<file path="src/ptrp_pkg.sv">
// shared constants, types and helpers for the point to rectangle projection pipeline
package ptrp_pkg;

	// component width and packed vector width
	localparam int CW  = 16;
	localparam int PW  = 3 * CW;
	localparam int VW  = CW + 1;          // difference of two components
	localparam int VNW = 2 * CW + 2;      // signed dot product of v and n
	localparam int MVW = 2 * CW + 1;      // magnitude of that dot product
	localparam int NNW = 2 * CW;          // squared length of a face vector
	localparam int DVW = MVW + CW;        // dividend |vn| * |n_i|
	localparam int QW  = CW + 2;          // floor quotient bits
	localparam int QRW = QW + 1;          // rounded quotient
	localparam int RQW = QRW + 1;         // signed sum of point and offset
	localparam int DW  = CW + 1;          // distance width
	localparam int SPL = (MVW + 1) / 2;   // split point of |vn| for squaring
	localparam int HW2 = 2 * (MVW - SPL);
	localparam int HLW = MVW;
	localparam int LLW = 2 * SPL;
	localparam int XW  = 2 * MVW + 2;     // 4 * vn^2
	localparam int XTW = XW + 4;          // trial value of the distance search
	localparam int TW  = NNW + DW + 2;    // (2d-1) * nn, signed
	localparam int WPW = 2 * CW + 1;      // product of w and an axis component
	localparam int WSW = WPW + 2;         // dot product of w and an axis

	// latencies
	localparam int FRONT_LAT = 5;
	localparam int UNIT_LAT  = CW + 3;
	localparam int BACK_LAT  = 4;
	localparam int PIPE_LAT  = FRONT_LAT + UNIT_LAT + BACK_LAT;

	typedef logic signed [CW-1:0] coord_t;

	// data that rides alongside the divide and distance units
	typedef struct packed {
		logic [PW-1:0]  p;
		logic [PW-1:0]  o;
		logic [PW-1:0]  a;
		logic [PW-1:0]  b;
		logic [2:0]     neg;
		logic           nz;
		logic [NNW-1:0] aa;
		logic [NNW-1:0] bb;
	} side_t;

	// front end results handed to the units
	typedef struct packed {
		logic [2:0][DVW-1:0] dvd;
		logic [HW2-1:0]      hh;
		logic [HLW-1:0]      hl;
		logic [LLW-1:0]      ll;
		logic [NNW-1:0]      nn;
		side_t               side;
	} front_t;

	// component i of a packed vector
	function automatic coord_t comp(input logic [PW-1:0] w, input int i);
		return coord_t'(w[i*CW +: CW]);
	endfunction

	// clamp to the signed component range
	function automatic coord_t sat_coord(input logic signed [RQW-1:0] v);
		logic signed [RQW-1:0] mx;
		logic signed [RQW-1:0] mn;
		mx = RQW'(coord_t'({1'b0, {(CW-1){1'b1}}}));
		mn = RQW'(coord_t'({1'b1, {(CW-1){1'b0}}}));
		if (v > mx) begin
			return coord_t'(mx);
		end else if (v < mn) begin
			return coord_t'(mn);
		end
		return coord_t'(v);
	endfunction

endpackage

</file>
<file path="src/ptrp_div.sv">
// pipelined restoring divider, one quotient bit per stage, rounded half up
module ptrp_div (
	input  logic                     clk,
	input  logic                     en,
	input  logic [ptrp_pkg::DVW-1:0] dvd,
	input  logic [ptrp_pkg::NNW-1:0] dsr,
	output logic [ptrp_pkg::QRW-1:0] quo
);

	logic [ptrp_pkg::NNW-1:0] rem_s [ptrp_pkg::QW];
	logic [ptrp_pkg::QW-1:0]  lo_s  [ptrp_pkg::QW];
	logic [ptrp_pkg::NNW-1:0] dsr_s [ptrp_pkg::QW];
	logic [ptrp_pkg::QW-1:0]  q_s   [ptrp_pkg::QW];
	logic [ptrp_pkg::QRW-1:0] quo_s;

	for (genvar j = 0; j < ptrp_pkg::QW; j++) begin : g_bit
		logic [ptrp_pkg::NNW-1:0] rem_i;
		logic [ptrp_pkg::QW-1:0]  lo_i;
		logic [ptrp_pkg::NNW-1:0] dsr_i;
		logic [ptrp_pkg::QW-1:0]  q_i;
		logic [ptrp_pkg::NNW:0]   trial;
		logic [ptrp_pkg::NNW:0]   diff;
		logic                     take;

		// stage inputs: the port for the first bit, the previous stage otherwise
		if (j == 0) begin : g_first
			assign rem_i = ptrp_pkg::NNW'(dvd[ptrp_pkg::DVW-1:ptrp_pkg::QW]);
			assign lo_i  = dvd[ptrp_pkg::QW-1:0];
			assign dsr_i = dsr;
			assign q_i   = '0;
		end else begin : g_next
			assign rem_i = rem_s[j-1];
			assign lo_i  = lo_s[j-1];
			assign dsr_i = dsr_s[j-1];
			assign q_i   = q_s[j-1];
		end

		// shift in the next dividend bit and try the subtract
		assign trial = {rem_i, lo_i[ptrp_pkg::QW-1-j]};
		assign diff  = trial - {1'b0, dsr_i};
		assign take  = (trial >= {1'b0, dsr_i});

		always_ff @(posedge clk) begin
			if (en) begin
				rem_s[j] <= take ? ptrp_pkg::NNW'(diff) : ptrp_pkg::NNW'(trial);
				lo_s[j]  <= lo_i;
				dsr_s[j] <= dsr_i;
				q_s[j]   <= {q_i[ptrp_pkg::QW-2:0], take};
			end
		end
	end

	// round half up from the final remainder
	always_ff @(posedge clk) begin
		if (en) begin
			quo_s <= ptrp_pkg::QRW'(q_s[ptrp_pkg::QW-1])
				+ ptrp_pkg::QRW'({rem_s[ptrp_pkg::QW-1], 1'b0} >= {1'b0, dsr_s[ptrp_pkg::QW-1]});
		end
	end

	assign quo = quo_s;

endmodule

</file>
<file path="config.mk">
export PLATFORM = sky130hd
export DESIGN_NAME = ptrp_div
export DESIGN_NICKNAME = d
export VERILOG_FILES = /design/src/ptrp_pkg.sv /design/src/ptrp_div.sv
export SDC_FILE = /design/constraint.sdc
export NUM_CORES = 2
export LEC_CHECK = 0
export ABC_AREA = 1
export BUFFER_PORTS_ARGS = -buffer_cell sky130_fd_sc_hd__buf_2
export CORE_MARGIN = 5
export CORE_UTILIZATION = 45
export CTS_CLUSTER_SIZE = 12
export DETAILED_ROUTE_END_ITERATION = 10
export HOLD_SLACK_MARGIN = 0.12
export SLEW_MARGIN = 20
export SYNTH_ARGS = -nofsm -noshare
export SYNTH_HDL_FRONTEND = slang
export SYNTH_SLANG_ARGS = --single-unit
</file>
<file path="constraint.sdc">
create_clock -name clk -period 3.01 [get_ports clk]
set_input_delay 0.1505 -clock clk [delete_from_list [all_inputs] [get_ports clk]]
set_output_delay 0.1505 -clock clk [all_outputs]
set_load 0.02 [all_outputs]
</file>
Word level (Yosys, flattened, before mapping)
Memory sizes are Yosys's and may differ from the RTL's.
Cells that the tools add are included.
- bits in registers: 19
- memory bits (writable): 1800
- input bits: 83
- output and inout bits: 19
- logic and storage cells: 63
- memories kept: 4
- memory list (name ; depth ; bits a word ; rd ports ; clocked after memory_dff ; write ports ; RTL line ; text):
    dsr_s ; 18 ; 32 ; 18 ; 0 ; 18 ; ptrp_div.sv:12 ; logic [ptrp_pkg::NNW-1:0] dsr_s [ptrp_pkg::QW];
    rem_s ; 18 ; 32 ; 18 ; 0 ; 18 ; ptrp_div.sv:10 ; logic [ptrp_pkg::NNW-1:0] rem_s [ptrp_pkg::QW];
    lo_s ; 18 ; 18 ; 17 ; 0 ; 18 ; ptrp_div.sv:11 ; logic [ptrp_pkg::QW-1:0] lo_s [ptrp_pkg::QW];
    q_s ; 18 ; 18 ; 18 ; 0 ; 18 ; ptrp_div.sv:13 ; logic [ptrp_pkg::QW-1:0] q_s [ptrp_pkg::QW];
- add/subtract/negate cells: 19
- magnitude comparators: 19
- muxes and demuxes: 20
- operators by type and width (cell ; count):
    $ge 33x32->1 ; 18
    $mux 32 ; 18
    $sub 32x32->32 ; 18
    $ge 32x32->1 ; 1
    $add 18x1->19 ; 1
    $mux 1 ; 2

Logic depth before layout (Yosys ltp)
An unclocked memory read counts as a cell.
- depth after elaboration: 3
- depth in mapped cells: 20
- mapped depth without buffers: 20

Least setup slack after synthesis
OpenSTA, ideal clock, no wires.
- path type: register to register
- from: memory rem_s[17][23] in the netlist's numbering
- to: register quo_s (netlist bit quo[16]), data pin
- arrival: 2387 ps
- data required time: 2752 ps
- path slack: 365 ps
- cell stages (with the launch flop): 18
- cells stage by stage: edfxtp_1 ha_1 nand2_1 nor2_1 nand4_1 nor2_1 nand3b_1 nand3_1 ha_1 ha_1 nand2_1 nor2_1 nand4_1 inv_1 nand3_1 nor2_1 nand2_1 xnor2_1
- RTL lines (element ; RTL line ; text):
    start: declaration ; ptrp_div.sv:10 ;
    end signal: assignment ; ptrp_div.sv:56 ; quo_s <= ptrp_pkg::QRW'(q_s[ptrp_pkg::QW-1])
    end: declaration ; ptrp_div.sv:14 ; logic [ptrp_pkg::QRW-1:0] quo_s;

==> qor.yml <==
row_count: 174
die_w_um: 484
power.leakage_uw: 0.0590
fin_nets: 14622
wirelength_um: 309000
r2r-start: "rem_s[17][6]$_DFFE_PP_"
crit_slowest_cell: "edfxtp_1"
place_ws_ns: -0.271
finalWorstSetupSlack_ns: 0.0459
r2r-end: "quo[14]$_DFFE_PP_"
io_pins: 102
grt_max_degree: 108
synth_area_leader_cell: "edfxtp_1"
fin_total_pwr_uw: 114000
yosys-top-cells-area: "edfxtp_1 (44%), nand2_1 (19%), inv_1 (10%), ha_1 (7.5%), nand3_1 (5.4%)"
clk_path_buf_depth: 3
cts-root-buf: "clkbuf_16"
setup_viol: 0
placed_cells: 16582
drt-initial-drc-count: 7209
synth.distinct_cells: 38
die_h_um: 484
max_slew_margin: 0.397
period_needed_ns: 2.96
vias: 84327
dieArea_um2: 234000
syn2layout_area_growth_pct: 12.7
cts_htree_levels: 4
reg2reg_depth: 18
yosysMostFrequentCell: "nand2_1"
rsz0062_at_grt: "yes"
worst-setup-path-type: "flop to flop"
holdCritStartpoint: "dvd[31]"
drive_above_1_share: 0.0579
drt-pass1-iter-count: 6
critPathCaptureType: "flop"
cts_tree: "yes"
start_kind: "flop"
place_congestion: 0.953
slew_viol_final: 0
wl_per_cell_um: 18.1
yosys_warnings: 0
synth_nets: 14104
drtAntennaViolNets: 0
cp.arrival_ns: 3.56
critical_path.top_delay_family: "simple AND/OR/NAND/NOR gates"
clk_pin_slew_ns: 0.06
synth_edf_count: 1495
netlist_area_um2: 101000
timing.fmax_mhz: 337
whs_path_depth: 4
power_density_nw_per_um2: 1000
place_hpwl_um: 251000
worstPathRequired_ns: 3.60
hold_end: "rem_s[0][14]$_DFFE_PP_"
worst_slew_pin_slew_ns: 0.903
synth_ff_type: "edfxtp_1"
cap_violations: 0
grt_pass1_vias: 79093
initial_core_util: 0.451
fin_skew_ns: 0.0313
antenna_found_initial: 7
regArea_um2: 44900
peakVddDrop_mv: 0.524
path_max_fanout: 2
gr-total-overflow: 0
syn_area_per_cell_um2: 7.54
via_per_inst: 4.95
nFillCells: 21887
cts_made_buffers: 170
hold_class: "primary input to flop"
path_cells: "ha_4 > nand2_4 > nor2_4 > nand4_1 > nor2_1 > buf_4 > nand3b_1 > nand3_2 > ha_4 > ha_4 > nand2_2 > nor2_2 > nand4_1 > inv_2 > buf_6 > nand4_1 > nor2_2 > xor2_1"
critPathMaxStageDelay_ns: 0.42
ys_seq_elements: 1495
grt_pass1_wl_um: 470000
multiInputGateArea_um2: 44700
async_flop_share: 0
instances_no_fill: 17033
hold_violations: 0
core_area_um2: 224000
synth.cells.most_frequent: "nand2_1 (5139), inv_1 (2779), edfxtp_1 (1495)"
yosysTopAreaCellShare: 0.444
timing.hold.ws_ns: 0.187
clock_latency_ns: 0.85
postLayoutCoreUtil: 0.508
syn_inst: 13394
portBuffers: 101
cts_sinks: 1495
critPathBufInv: 3
finalCritPeriodShare: 0.985
drcViolationCount: 0
synth.yosys.seq_area_share: 0.444
run_status: "completed"
track_usage: 0.258
rrSetupSlack_ns: 0.05
==> what timing repair did <==
action,4_1_cts,5_1_grt
gates resized for setup,14,25
buffers inserted,1,7
hold buffers,142,0
setup endpoints to repair,25,131
pin swaps,12,18
gates cloned,1,0
endpoints found under the hold margin,658,0
==> routing by layer <==
layer  track usage  vias to the layer above  share of wire
li1              -                    42896              -
met5             0                        -       0.000042
met3        0.0267                      465          0.055
met2         0.425                     2346           0.46
met4        0.0826                        2          0.035
met1         0.358                    38618           0.45
==> report_power, final <==
part	switching [µW]	total [µW]	internal (µW)	leakage [µW]
Sequential	3960	34400	30400	0.0147
Clock	8760	21400	12600	0.00274
Combinational	39500	58600	19100	0.0415
Total	52200	114000	62200	0.0590
==> how the worst max path moves through the flow <==
stage               cells after the start                     from           endpoint  slack (ns)
finish                                 18   rem_s[17][6]$_DFFE_PP_  quo[14]$_DFFE_PP_        0.05
global route                           18   rem_s[17][6]$_DFFE_PP_  quo[14]$_DFFE_PP_       -0.18
floorplan                              17  rem_s[17][23]$_DFFE_PP_  quo[16]$_DFFE_PP_        0.37
global placement                       19   rem_s[17][3]$_DFFE_PP_  quo[16]$_DFFE_PP_       -0.37
detailed placement                     17   rem_s[17][7]$_DFFE_PP_  quo[15]$_DFFE_PP_       -0.27
CTS                                    18   rem_s[17][5]$_DFFE_PP_  quo[14]$_DFFE_PP_       0.008
==> registers in the layout, summed over array words and instances, names as in the netlist <==
signal,cells
q_s,171
rem_s,576
lo_s,153
quo,19
dsr_s,576
==> final cells by class <==
cell class | instances | share of cell area
well taps | 2992 | 0.0329
clock inverters | 98 | 0.0117
inverters | 2784 | 0.0918
multi-input cells | 8953 | 0.392
flip-flops and latches | 1495 | 0.394
diodes | 6 | 0.000132
repair buffers | 508 | 0.0379
clock buffers | 197 | 0.0388
==> cells in the final DEF (no fill, tap or decap), drive strengths merged, types with 197 or more instances in the layout <==
| cell | n |
|---|---|
| nor2 | 814 |
| nand3 | 1156 |
| edfxtp | 1495 |
| buf | 366 |
| ha | 609 |
| a21oi | 370 |
| inv | 2791 |
| xor2 | 237 |
| clkbuf | 197 |
| nand2 | 5189 |
==> tightest hold or removal path: stages <==
cell           delay [ns]
dlygate4sd3_1        0.52
buf_2                0.12
nand2_1              0.05
nand2_1              0.06
==> logic make-up (layout without fill, tap and decap cells) <==
logic type,Yosys count,count (layout),share of synthesized area
AND/OR/NAND/NOR,7609,7610,0.315
buffers and inverters,2947,3587,0.115
flip-flops,1495,1495,0.444
adder cells (fa/ha/maj),627,627,0.0790
AO/OA/AOI/OAI,446,446,0.0227
XOR/XNOR,270,270,0.0234
other,0,6,0
==> stage by stage <==
| stage | instance area (µm²) | TNS [ns] |
|---|---|---|
| after CTS | 114000 | 0 |
| after global placement | 106000 | -2.90 |
| after detailed placement | 106000 | -2.13 |
| after global routing | 114000 | -0.691 |
| final | 114000 | 0 |
| after floorplan | 101000 | 0 |
No activity file was read; power rests on OpenSTA's default activity.
